===== src/rtl/gss_pkg.sv =====
// ----------------------------------------------------------------------------
// Gear shift sequencer package
// Shared item codes, phase encodings, register indexes and reset values.
// ----------------------------------------------------------------------------
package gss_pkg;

    // Item kinds on the input channel.
    typedef enum logic [1:0] {
        KIND_TICK = 2'd0,
        KIND_UP   = 2'd1,
        KIND_DOWN = 2'd2
    } kind_t;

    // Shift sequencer state, one-hot.
    typedef enum logic [5:0] {
        PH_MANUAL     = 6'b000001,
        PH_IGN_CUT    = 6'b000010,
        PH_CLUTCH_IN  = 6'b000100,
        PH_SOL_ON     = 6'b001000,
        PH_SOL_OFF    = 6'b010000,
        PH_CLUTCH_OUT = 6'b100000
    } phase_t;

    // Phase codes as reported on the result channel.
    localparam logic [2:0] PHASE_CODE_MANUAL     = 3'd0;
    localparam logic [2:0] PHASE_CODE_IGN_CUT    = 3'd1;
    localparam logic [2:0] PHASE_CODE_CLUTCH_IN  = 3'd2;
    localparam logic [2:0] PHASE_CODE_SOL_ON     = 3'd3;
    localparam logic [2:0] PHASE_CODE_SOL_OFF    = 3'd4;
    localparam logic [2:0] PHASE_CODE_CLUTCH_OUT = 3'd5;

    // Configuration register indexes.
    localparam logic [2:0] REG_SERVO_START   = 3'd0;
    localparam logic [2:0] REG_SERVO_END     = 3'd1;
    localparam logic [2:0] REG_UP_DELAY      = 3'd2;
    localparam logic [2:0] REG_DOWN_DELAY    = 3'd3;
    localparam logic [2:0] REG_SOLENOID      = 3'd4;
    localparam logic [2:0] REG_CLUTCH_TMO    = 3'd5;
    localparam logic [2:0] REG_RPM_THRESHOLD = 3'd6;

    // Register reset values.
    localparam logic [11:0] RST_SERVO_START   = 12'd2000;
    localparam logic [11:0] RST_SERVO_END     = 12'd1000;
    localparam logic [15:0] RST_UP_DELAY      = 16'd50;
    localparam logic [15:0] RST_DOWN_DELAY    = 16'd100;
    localparam logic [15:0] RST_SOLENOID      = 16'd80;
    localparam logic [15:0] RST_CLUTCH_TMO    = 16'd200;
    localparam logic [13:0] RST_RPM_THRESHOLD = 14'd4000;

    localparam logic [6:0]  LEVER_FULL = 7'd100;

    // floor(x / 100) == (x * DIV100_MULT) >> DIV100_SHIFT for every x < 2**19.
    localparam int          DIV100_SHIFT = 26;
    localparam logic [19:0] DIV100_MULT  = 20'd671089;

    function automatic logic [2:0] phase_code(input phase_t ph);
        logic [2:0] code;
        case (ph)
            PH_MANUAL:     code = PHASE_CODE_MANUAL;
            PH_IGN_CUT:    code = PHASE_CODE_IGN_CUT;
            PH_CLUTCH_IN:  code = PHASE_CODE_CLUTCH_IN;
            PH_SOL_ON:     code = PHASE_CODE_SOL_ON;
            PH_SOL_OFF:    code = PHASE_CODE_SOL_OFF;
            PH_CLUTCH_OUT: code = PHASE_CODE_CLUTCH_OUT;
            default:       code = PHASE_CODE_MANUAL;
        endcase
        return code;
    endfunction

endpackage


===== src/rtl/gear_shift_sequencer_core.sv =====
// ----------------------------------------------------------------------------
// Gear shift sequencer core
// Paddle shift sequencing with spark cut, clutch servo and shift solenoids.
// ----------------------------------------------------------------------------
// Each input beat is a 1 ms tick, a shift up/down request or the spare kind,
// which changes nothing; each carries the clutch lever percent and the engine
// rpm. Every input beat yields exactly one result beat showing the servo pulse,
// the three output lines and the phase after that item, plus a flag for a
// refused shift request. The input stage registers the item together with the
// lever-times-span product; when that stage advances, the product is divided
// by 100 and clamped and the sequencer is updated, and its state registers
// drive the result fields directly. A new beat is taken every cycle while
// results are drained. When the receiver stalls, the result holds and the
// input stage fills, after which in_ready drops until out_ready returns.
// Reset clears both stages, puts the sequencer in the manual phase with all
// lines off and the servo at its reset start value, and loads the register
// reset values. Configuration writes take effect on the next edge. The user
// must make them only while no beat is in flight; the block itself does not
// enforce this.
// ----------------------------------------------------------------------------
module gear_shift_sequencer_core
    import gss_pkg::*;
(
    input  logic        clk,
    input  logic        rst_n,

    input  logic        cfg_write,
    input  logic [2:0]  cfg_index,
    input  logic [15:0] cfg_data,

    input  logic        in_valid,
    output logic        in_ready,
    input  logic [1:0]  kind,
    input  logic [6:0]  clutch_lever,
    input  logic [13:0] engine_rpm,

    output logic        out_valid,
    input  logic        out_ready,
    output logic [11:0] servo_pulse,
    output logic        ignition_cut,
    output logic        up_solenoid,
    output logic        down_solenoid,
    output logic [2:0]  phase,
    output logic        shift_rejected
);

    // Configuration registers
    logic [11:0] servo_start_reg;
    logic [11:0] servo_end_reg;
    logic [15:0] up_delay_reg;
    logic [15:0] down_delay_reg;
    logic [15:0] solenoid_reg;
    logic [15:0] clutch_tmo_reg;
    logic [13:0] rpm_threshold_reg;

    always_ff @(posedge clk or negedge rst_n)
    begin
        if (!rst_n)
        begin
            servo_start_reg   <= RST_SERVO_START;
            servo_end_reg     <= RST_SERVO_END;
            up_delay_reg      <= RST_UP_DELAY;
            down_delay_reg    <= RST_DOWN_DELAY;
            solenoid_reg      <= RST_SOLENOID;
            clutch_tmo_reg    <= RST_CLUTCH_TMO;
            rpm_threshold_reg <= RST_RPM_THRESHOLD;
        end
        else if (cfg_write)
        begin
            case (cfg_index)
                REG_SERVO_START:   servo_start_reg   <= cfg_data[11:0];
                REG_SERVO_END:     servo_end_reg     <= cfg_data[11:0];
                REG_UP_DELAY:      up_delay_reg      <= cfg_data;
                REG_DOWN_DELAY:    down_delay_reg    <= cfg_data;
                REG_SOLENOID:      solenoid_reg      <= cfg_data;
                REG_CLUTCH_TMO:    clutch_tmo_reg    <= cfg_data;
                REG_RPM_THRESHOLD: rpm_threshold_reg <= cfg_data[13:0];
                default:           ;
            endcase
        end
    end

    // Input stage: lever clamp and lever * (end - start) product.
    logic               s1_valid_reg;
    logic [1:0]         s1_kind_reg;
    logic [13:0]        s1_rpm_reg;
    logic signed [19:0] s1_prod_reg;
    logic               s1_advance;
    logic               in_accept;

    logic [6:0]         lever_clamped;
    logic signed [12:0] servo_span;
    logic signed [20:0] prod_full;

    assign lever_clamped = (clutch_lever > LEVER_FULL) ? LEVER_FULL : clutch_lever;
    assign servo_span    = $signed({1'b0, servo_end_reg}) - $signed({1'b0, servo_start_reg});
    assign prod_full     = $signed({1'b0, lever_clamped}) * servo_span;

    logic out_valid_reg;

    assign s1_advance = s1_valid_reg && (!out_valid_reg || out_ready);
    assign in_ready   = !s1_valid_reg || s1_advance;
    assign in_accept  = in_valid && in_ready;

    always_ff @(posedge clk or negedge rst_n)
    begin
        if (!rst_n)
        begin
            s1_valid_reg <= 1'b0;
        end
        else if (in_accept)
        begin
            s1_valid_reg <= 1'b1;
        end
        else if (s1_advance)
        begin
            s1_valid_reg <= 1'b0;
        end
    end

    always_ff @(posedge clk)
    begin
        if (in_accept)
        begin
            s1_kind_reg <= kind;
            s1_rpm_reg  <= engine_rpm;
            s1_prod_reg <= prod_full[19:0];
        end
    end

    // Manual map: start + trunc(product / 100), then the end/start clamp.
    logic               prod_neg;
    logic [18:0]        prod_mag;
    logic [38:0]        quot_full;
    logic [11:0]        quot;
    logic signed [13:0] quot_signed;
    logic signed [13:0] map_value;
    logic [11:0]        map_clamped;
    logic [11:0]        end_clamped;
    logic [11:0]        start_clamped;

    assign prod_neg    = s1_prod_reg[19];
    assign prod_mag    = prod_neg ? 19'(-s1_prod_reg) : s1_prod_reg[18:0];
    assign quot_full   = prod_mag * DIV100_MULT;
    assign quot        = quot_full[DIV100_SHIFT +: 12];
    assign quot_signed = prod_neg ? -$signed({2'b00, quot}) : $signed({2'b00, quot});
    assign map_value   = $signed({2'b00, servo_start_reg}) + quot_signed;

    always_comb
    begin
        if (map_value < $signed({2'b00, servo_end_reg}))
        begin
            map_clamped = servo_end_reg;
        end
        else if (map_value > $signed({2'b00, servo_start_reg}))
        begin
            map_clamped = servo_start_reg;
        end
        else
        begin
            map_clamped = map_value[11:0];
        end
    end

    assign end_clamped   = (servo_end_reg > servo_start_reg) ? servo_start_reg : servo_end_reg;
    assign start_clamped = (servo_start_reg < servo_end_reg) ? servo_end_reg : servo_start_reg;

    // Sequencer state; these registers also form the result beat.
    phase_t      phase_reg,      phase_next;
    logic [15:0] elapsed_reg,    elapsed_next;
    logic        entry_done_reg, entry_done_next;
    logic        shift_down_reg, shift_down_next;
    logic        uses_clutch_reg, uses_clutch_next;
    logic [11:0] servo_reg,      servo_next;
    logic        spark_reg,      spark_next;
    logic        up_sol_reg,     up_sol_next;
    logic        down_sol_reg,   down_sol_next;
    logic        rejected_reg,   rejected_next;

    logic        first_tick;
    logic [15:0] wait_delay;
    phase_t      wait_target;
    logic        wait_done;

    assign first_tick = !entry_done_reg;
    assign wait_done  = (elapsed_reg >= wait_delay);

    always_comb
    begin
        case (phase_reg)
            PH_IGN_CUT:
            begin
                wait_delay  = up_delay_reg;
                wait_target = PH_SOL_ON;
            end
            PH_CLUTCH_IN:
            begin
                wait_delay  = down_delay_reg;
                wait_target = PH_SOL_ON;
            end
            PH_SOL_ON:
            begin
                wait_delay  = solenoid_reg;
                wait_target = PH_SOL_OFF;
            end
            PH_SOL_OFF:
            begin
                wait_delay  = clutch_tmo_reg;
                wait_target = PH_CLUTCH_OUT;
            end
            default:
            begin
                wait_delay  = 16'd0;
                wait_target = PH_MANUAL;
            end
        endcase
    end

    always_comb
    begin
        phase_next       = phase_reg;
        elapsed_next     = elapsed_reg;
        entry_done_next  = entry_done_reg;
        shift_down_next  = shift_down_reg;
        uses_clutch_next = uses_clutch_reg;
        servo_next       = servo_reg;
        spark_next       = spark_reg;
        up_sol_next      = up_sol_reg;
        down_sol_next    = down_sol_reg;
        rejected_next    = 1'b0;

        case (s1_kind_reg)
            KIND_TICK:
            begin
                entry_done_next = 1'b1;
                case (phase_reg)
                    PH_MANUAL:
                    begin
                        servo_next      = map_clamped;
                        entry_done_next = 1'b0;
                    end
                    PH_IGN_CUT, PH_CLUTCH_IN, PH_SOL_ON:
                    begin
                        if (first_tick && phase_reg == PH_IGN_CUT)
                        begin
                            spark_next = 1'b1;
                        end
                        if (first_tick && phase_reg == PH_CLUTCH_IN)
                        begin
                            servo_next = end_clamped;
                        end
                        if (first_tick && phase_reg == PH_SOL_ON)
                        begin
                            if (shift_down_reg)
                            begin
                                down_sol_next = 1'b1;
                            end
                            else
                            begin
                                up_sol_next = 1'b1;
                            end
                        end
                        if (wait_done)
                        begin
                            phase_next      = wait_target;
                            elapsed_next    = 16'd0;
                            entry_done_next = 1'b0;
                        end
                        else if (elapsed_reg != 16'hFFFF)
                        begin
                            elapsed_next = elapsed_reg + 16'd1;
                        end
                    end
                    PH_SOL_OFF:
                    begin
                        if (first_tick)
                        begin
                            spark_next = 1'b0;
                            if (shift_down_reg)
                            begin
                                down_sol_next = 1'b0;
                            end
                            else
                            begin
                                up_sol_next = 1'b0;
                            end
                        end
                        if (!uses_clutch_reg || wait_done)
                        begin
                            phase_next      = uses_clutch_reg ? PH_CLUTCH_OUT : PH_MANUAL;
                            elapsed_next    = 16'd0;
                            entry_done_next = 1'b0;
                        end
                        else if (elapsed_reg != 16'hFFFF)
                        begin
                            elapsed_next = elapsed_reg + 16'd1;
                        end
                    end
                    PH_CLUTCH_OUT:
                    begin
                        servo_next      = start_clamped;
                        phase_next      = PH_MANUAL;
                        elapsed_next    = 16'd0;
                        entry_done_next = 1'b0;
                    end
                    default:
                    begin
                        phase_next      = PH_MANUAL;
                        elapsed_next    = 16'd0;
                        entry_done_next = 1'b0;
                    end
                endcase
            end
            KIND_UP, KIND_DOWN:
            begin
                // A new shift may start only from manual or clutch out.
                if (phase_reg != PH_MANUAL && phase_reg != PH_CLUTCH_OUT)
                begin
                    rejected_next = 1'b1;
                end
                else
                begin
                    elapsed_next    = 16'd0;
                    entry_done_next = 1'b0;
                    if (s1_kind_reg == KIND_UP && s1_rpm_reg >= rpm_threshold_reg)
                    begin
                        shift_down_next  = 1'b0;
                        uses_clutch_next = 1'b0;
                        phase_next       = PH_IGN_CUT;
                    end
                    else
                    begin
                        shift_down_next  = (s1_kind_reg == KIND_DOWN);
                        uses_clutch_next = 1'b1;
                        phase_next       = PH_CLUTCH_IN;
                    end
                end
            end
            default:
            begin
                rejected_next = 1'b0;
            end
        endcase
    end

    always_ff @(posedge clk or negedge rst_n)
    begin
        if (!rst_n)
        begin
            out_valid_reg   <= 1'b0;
            phase_reg       <= PH_MANUAL;
            elapsed_reg     <= 16'd0;
            entry_done_reg  <= 1'b0;
            shift_down_reg  <= 1'b0;
            uses_clutch_reg <= 1'b0;
            servo_reg       <= RST_SERVO_START;
            spark_reg       <= 1'b0;
            up_sol_reg      <= 1'b0;
            down_sol_reg    <= 1'b0;
            rejected_reg    <= 1'b0;
        end
        else
        begin
            if (s1_advance)
            begin
                out_valid_reg   <= 1'b1;
                phase_reg       <= phase_next;
                elapsed_reg     <= elapsed_next;
                entry_done_reg  <= entry_done_next;
                shift_down_reg  <= shift_down_next;
                uses_clutch_reg <= uses_clutch_next;
                servo_reg       <= servo_next;
                spark_reg       <= spark_next;
                up_sol_reg      <= up_sol_next;
                down_sol_reg    <= down_sol_next;
                rejected_reg    <= rejected_next;
            end
            else if (out_ready)
            begin
                out_valid_reg <= 1'b0;
            end
        end
    end

    assign out_valid      = out_valid_reg;
    assign servo_pulse    = servo_reg;
    assign ignition_cut   = spark_reg;
    assign up_solenoid    = up_sol_reg;
    assign down_solenoid  = down_sol_reg;
    assign phase          = phase_code(phase_reg);
    assign shift_rejected = rejected_reg;

endmodule


===== config.mk =====
export PLATFORM = sky130hd
export DESIGN_NAME = gear_shift_sequencer_core
export DESIGN_NICKNAME = d
export VERILOG_FILES = /design/src/rtl/gss_pkg.sv /design/src/rtl/gear_shift_sequencer_core.sv
export SDC_FILE = /design/constraint.sdc
export NUM_CORES = 1
export LEC_CHECK = 0
export BUFFER_PORTS_ARGS = -buffer_cell sky130_fd_sc_hd__buf_2
export CORE_AREA = 4 4 201 243
export DETAILED_ROUTE_END_ITERATION = 7
export DIE_AREA = 0 0 205 247
export HOLD_SLACK_MARGIN = 0.08
export PLACE_DENSITY = 0.69
export SETUP_SLACK_MARGIN = 0.05
export SLEW_MARGIN = 10
export SYNTH_ARGS = -nofsm -noshare
export SYNTH_HDL_FRONTEND = slang
export SYNTH_SLANG_ARGS = --single-unit

===== constraint.sdc =====
create_clock -name clk -period 11.19 [get_ports clk]
set_input_delay 1.119 -clock clk [delete_from_list [all_inputs] [get_ports clk]]
set_output_delay 1.119 -clock clk [all_outputs]
set_load 0.005 [all_outputs]

# --- Word level (Yosys, flattened, before mapping) ---
# Index checks and enable logic that the tools add are counted.
word_totals:
  inputBits: 47
  regBits: 181
  elab_cells: 156
  out_inout_bits: 21
op_classes:
  mux: 51
  n_reduce_logical: 39
  eq_ne: 29
  multipliers: 2
  n_lt_le_gt_ge: 7
  addsub: 5
  n_bitwise: 1
op_table:
  columns: ["op", "count"]
  rows:
  - ["16-bit two-way mux", 4]
  - ["16-bit one-hot mux with 4 select lines", 1]
  - ["12-bit two-way mux", 5]
  - ["16-bit one-hot mux with 3 select lines", 1]
  - ["19-bit by 20-bit multiplier with 38-bit output (second input constant)", 1]
  - ["12-bit one-hot mux with 3 select lines", 1]
  - ["16-bit one-hot mux with 2 select lines", 1]
  - ["6-bit two-way mux", 4]
  - ["1-bit two-way mux", 21]
  - ["8-bit by 13-bit multiplier with 20-bit output", 1]
  - ["2-bit != test (second input constant)", 10]
  - ["19-bit two-way mux", 1]
  - ["19-bit negator", 1]
  - ["6-bit one-hot mux with 3 select lines", 1]
  - ["16-bit by 1-bit adder with 16-bit output (second input constant)", 1]
  - ["16-bit greater-or-equal comparator", 1]
  - ["16-bit != test (second input constant)", 1]
  - ["3-bit one-hot mux with 5 select lines", 1]
  - ["13-bit by 14-bit adder with 14-bit output", 1]
  - ["14-bit greater-or-equal comparator", 1]
  - ["14-bit by 13-bit greater-than comparator with 1-bit output", 1]
  - ["14-bit by 13-bit less-than comparator with 1-bit output", 1]
  - ["14-bit two-way mux", 1]
  - ["12-bit negator with 14-bit output", 1]
  - ["other kinds (39)", 71]

# --- Logic depth before layout (Yosys ltp) ---
logic_depth:
  ltp_word: 10
  ltp_mapped: 54

# --- Least setup slack after synthesis ---
# Ideal clock, no wire load.
synth_path:
  path_type: "register -> register"
  start: "register s1_prod_reg[0]"
  end: "register servo_reg[11] (netlist: servo_pulse[11])"
  stages_incl_launch_ff: 47
  slack_ns: -0.434
  t_arrival_ns: 11.498
  path_cell_list: "edfxtp_1 > inv_1 > ha_1 > or3b_1 > or4_4 > o41ai_4 > xnor2_1 > ha_1 > inv_1 > ha_1 > or2_2 > fa_1 > fa_1 > inv_1 > fa_1 > inv_1 > fa_1 > inv_1 > (+11 left out) > ha_1 > or3_1 > o211a_1 > a21oi_1 > xnor2_1 > ha_1 > a21oi_1 > nor2b_1 > o21ai_0 > nand2b_1 > a211oi_1 > and3b_1 > o21bai_1 > or2_2 > o41ai_4 > nor2_2 > mux2_4 > a221o_1"
synth_via:
  elab_chain_cells: 10
  elab_cells_between_ends: 11
  cone_classes: "add/sub (3); mul (1); order compare (2); mux (5)"
synth_lines:
  columns: ["element", "line_no", "text"]
  rows:
  - ["from (decl)", "gear_shift_sequencer_core.sv:87", "logic signed [19:0] s1_prod_reg;"]
  - ["from (signal assigned)", "gear_shift_sequencer_core.sv:127", "s1_prod_reg <= prod_full[19:0];"]
  - ["19-bit negator", "gear_shift_sequencer_core.sv:143", "assign prod_mag = prod_neg ? 19'(-s1_prod_reg) : s1_prod_reg[18:0];"]
  - ["19-bit two-way mux (*)", "gear_shift_sequencer_core.sv:143", null]
  - ["19-bit by 20-bit multiplier with 38-bit output (*)", "gear_shift_sequencer_core.sv:144", "assign quot_full = prod_mag * DIV100_MULT;"]
  - ["12-bit negator with 14-bit output", "gear_shift_sequencer_core.sv:146", "assign quot_signed = prod_neg ? -$signed({2'b00, quot}) : $signed({2'b00, quot});"]
  - ["14-bit two-way mux (*)", "gear_shift_sequencer_core.sv:146", null]
  - ["13-bit by 14-bit adder with 14-bit output (*)", "gear_shift_sequencer_core.sv:147", "assign map_value = $signed({2'b00, servo_start_reg}) + quot_signed;"]
  - ["14-bit by 13-bit greater-than comparator with 1-bit output", "gear_shift_sequencer_core.sv:155", "else if (map_value > $signed({2'b00, servo_start_reg}))"]
  - ["12-bit two-way mux", "gear_shift_sequencer_core.sv:155", null]
  - ["12-bit two-way mux (*)", "gear_shift_sequencer_core.sv:151", "if (map_value < $signed({2'b00, servo_end_reg}))"]
  - ["12-bit one-hot mux with 3 select lines (*)", "gear_shift_sequencer_core.sv:236", "case (phase_reg)"]
  - ["to (signal assigned)", "gear_shift_sequencer_core.sv:372", "servo_reg <= servo_next;"]
  - ["to (decl)", "gear_shift_sequencer_core.sv:174", "logic [11:0] servo_reg, servo_next;"]
# Every way passes the cells marked *; elsewhere a longest branch is shown, timed or not.
# A chain may end at the register's enable or synchronous reset.

# --- Worst setup path in the final report ---
layout_path:
  start: "register s1_prod_reg[2]"
  end: "register servo_reg[0] (netlist: servo_pulse[0])"
# The elaborated chain is that of the path after synthesis.

==> flow_metrics.py <==
metrics = {
    "run_status": {
        "status": "finished clean",
    },
    "floorplan": {
        "core_sq_um": 46500,
        "die_y_um": 247,
        "start_util_pct": 44.6,
        "die_w_um": 205,
        "rows": 87,
        "dieArea_sq_um": 50600,
        "io_pins": 68,
    },
    "route": {
        "vias_per_cell": 5.42,
        "postRouteWirelength_um": 53800,
        "wl_per_cell_um": 18.1,
        "drt_pass1_iterations": 6,
        "vias": 16200,
        "antenna_left": 0,
        "drtIter0Drc": 1018,
        "drcViolationCount": 0,
    },
    "logic_synthesis": {
        "yosysUniqueCellTypes": 88,
        "synth_ff_type": "dfrtp_1",
        "synth_nets": 2681,
        "synth-edff-count": 36,
        "syn_area_sq_um": 20700,
        "async_reset_ff_share_pct": 80.1,
        "syn_inst": 2156,
        "ys_seq_area_share_pct": 22.9,
        "yosys_warnings": 0,
        "ys_ff_latch": 181,
        "synth_area_per_cell_sq_um": 9.62,
    },
    "timing": {
        "fin_crit_ns": 11.15,
        "final-setup-viol-count": 0,
        "relSlewSlack_pct": 26.1,
        "holdWs_ns": 0.495,
        "worst_clock_skew_ns": 0.0130,
        "grt_setup_unrepaired": "true",
        "tightest_slew_ns": 1.10,
        "maxSlewViolCount": 0,
        "min_period_over_period_pct": 99.7,
        "hold_viol": 0,
        "fmax_mhz": 89.6,
    },
    "hold_path": {
        "hp-class": "reg2reg",
    },
    "placement": {
        "dp_hpwl_um": 42800,
        "gp_congestion": 0.984,
        "dpl.cell_count": 2912,
        "numPortBuffers": 67,
    },
    "global_routing": {
        "grt_pass1_wl_um": 88400,
        "grt_use_met3_pct": 3.16,
        "first_global_vias": 17300,
        "grt_overflow_total": 0,
        "antenna_found_initial": 0,
        "top_usage_layer": "met2",
        "grt_use_total_pct": 21.7,
        "met1_usage_pct": 27.0,
        "grt_max_degree": 84,
        "use_met2_pct": 38.7,
    },
    "clocking": {
        "hold_buffers": 0,
        "cts_tree": "done",
        "path_clk_slew_ns": 0.08,
        "clkLatencyLatePin_ns": 0.46,
        "clkSinkCount": 181,
        "cts_root_buf": "clkbuf_16",
        "cts_made_buffers": 17,
        "htreeDepth": 4,
        "clockBufferDepth": 2,
    },
    "setup_path": {
        "ff2ff_setup_slack_ns": 0.04,
        "cp_common_cell": "fa_1",
        "reg2reg_depth": 44,
        "start_kind": "flip-flop",
        "cp_slowest_cell": "fa_2",
        "path_class": "reg2reg",
        "arrival_ns": 11.49,
        "cpPeakStageDelay_ns": 0.61,
        "r2r_start": "s1_prod_reg[2]",
        "required_ns": 11.52,
        "r2r-end": "servo_pulse[0]",
        "critPathMaxFanout": 5,
        "crit_end": "servo_pulse[0]",
        "crit_path_end_kind": "flip-flop",
        "cp-startpoint": "s1_prod_reg[2]",
    },
    "flow_run": {
        "drv_cap": 0,
    },
    "cells_and_area": {
        "mostFrequentLayoutCells": "inv_1 (414), ha_1 (266), fa_1 (190)",
        "fin_util_pct": 52.1,
        "largest_reg_flops": 20,
        "stdcell_count": 2980,
        "n_antenna_cell": 0,
        "drive_gt1_share_pct": 21.9,
        "final_common_cell": "inv_1",
        "fillers": 4118,
        "synthToLayoutAreaGrowth_pct": 16.8,
        "fin_nets": 2869,
    },
}
==> cell families (layout without fill, tap and decap cells) <==
family,count (synthesis),count (layout),share of synthesized area (%)
adder cells (fa/ha/maj),478,478,35.9
flip-flops,181,181,22.9
buffers and inverters,473,674,8.57
XOR/XNOR,79,79,3.37
AND/OR/NAND/NOR,463,463,11.2
multiplexers,94,94,5.06
AO/OA/AOI/OAI,388,388,13.0
==> stage by stage <==
stage	setup slack [ns]	instance area [sq um]	TNS, ns
final	0.0354	24200	0
after global routing	-0.337	24200	-3.34
after CTS	0.0280	23700	0
after detailed placement	-0.305	22700	-2.80
after global placement	-0.0696	22700	-0.223
after floorplan	0.0533	20800	0
==> final cells by class <==
type | instances | area (sq um) | area share, %
clock buffer | 18 | 439 | 1.81
clock inverter | 14 | 175 | 0.724
inverter | 432 | 1630 | 6.72
multi-input combinational | 1502 | 15000 | 61.8
sequential | 181 | 4750 | 19.6
tap | 623 | 779 | 3.22
timing repair buffer | 210 | 1470 | 6.06
==> critical path, delay by kind of cell, from the launching register on <==
| kind | cells | cell delay (ns) |
|---|---|---|
| mux | 1 | 0.31 |
| compound gates | 13 | 2.72 |
| flops | 1 | 0.41 |
| xor+xnor | 3 | 0.54 |
| fa+ha+maj | 9 | 3.81 |
| buf+inv | 7 | 0.72 |
| simple gates | 11 | 2.50 |
==> cells in the mapped netlist (15+ instances only) <==
cell,instances,share of area (%)
dfstp_2,36,4.6
nor2_1,106,1.9
a22o_1,19,0.80
a211o_1,15,0.63
and2_1,30,0.91
nand3_1,44,1.1
nand4_1,16,0.48
o21ai_0,96,2.3
edfxtp_1,36,5.2
nand2b_1,18,0.54
inv_1,431,7.8
a21oi_1,82,2.0
nand2_1,125,2.3
dfrtp_1,109,13
a21o_1,28,1.0
ha_1,283,17
a221oi_1,16,0.68
nor3_1,24,0.58
and3_1,17,0.51
mux2_2,83,4.5
fa_1,195,19
nor2b_1,23,0.69
xor2_1,17,0.72
xnor2_1,61,2.6
clkbuf_1,39,0.71
==> worst min-delay path by stage <==
stage                        start        endpoint  slack (ns)  depth (start not counted)
floorplan           shift_down_reg   down_solenoid        0.47                          1
global placement    shift_rejected  shift_rejected        0.47                          2
detailed placement  shift_rejected  shift_rejected        0.48                          2
CTS                 shift_rejected  shift_rejected        0.49                          2
global route        shift_rejected  shift_rejected        0.52                          2
finish              shift_rejected  shift_rejected        0.50                          2
==> metal layers <==
metal | vias up | share of wire, %
met4 | 0 | 3.4
met2 | 420 | 51
met1 | 8000 | 42
li1 | 7640 | -
met5 | - | 0
met3 | 102 | 4.4
==> what timing repair did <==
| item | in CTS | in global routing |
|---|---|---|
| pin swaps | 23 | 59 |
| endpoints found under the setup margin | 12 | 12 |
| setup buffers | 15 | 21 |
| resized for setup | 59 | 84 |
Power is left out: the tool's default activity adds up to more than one toggle a clock period on the data nets, which glitch-free logic cannot reach.
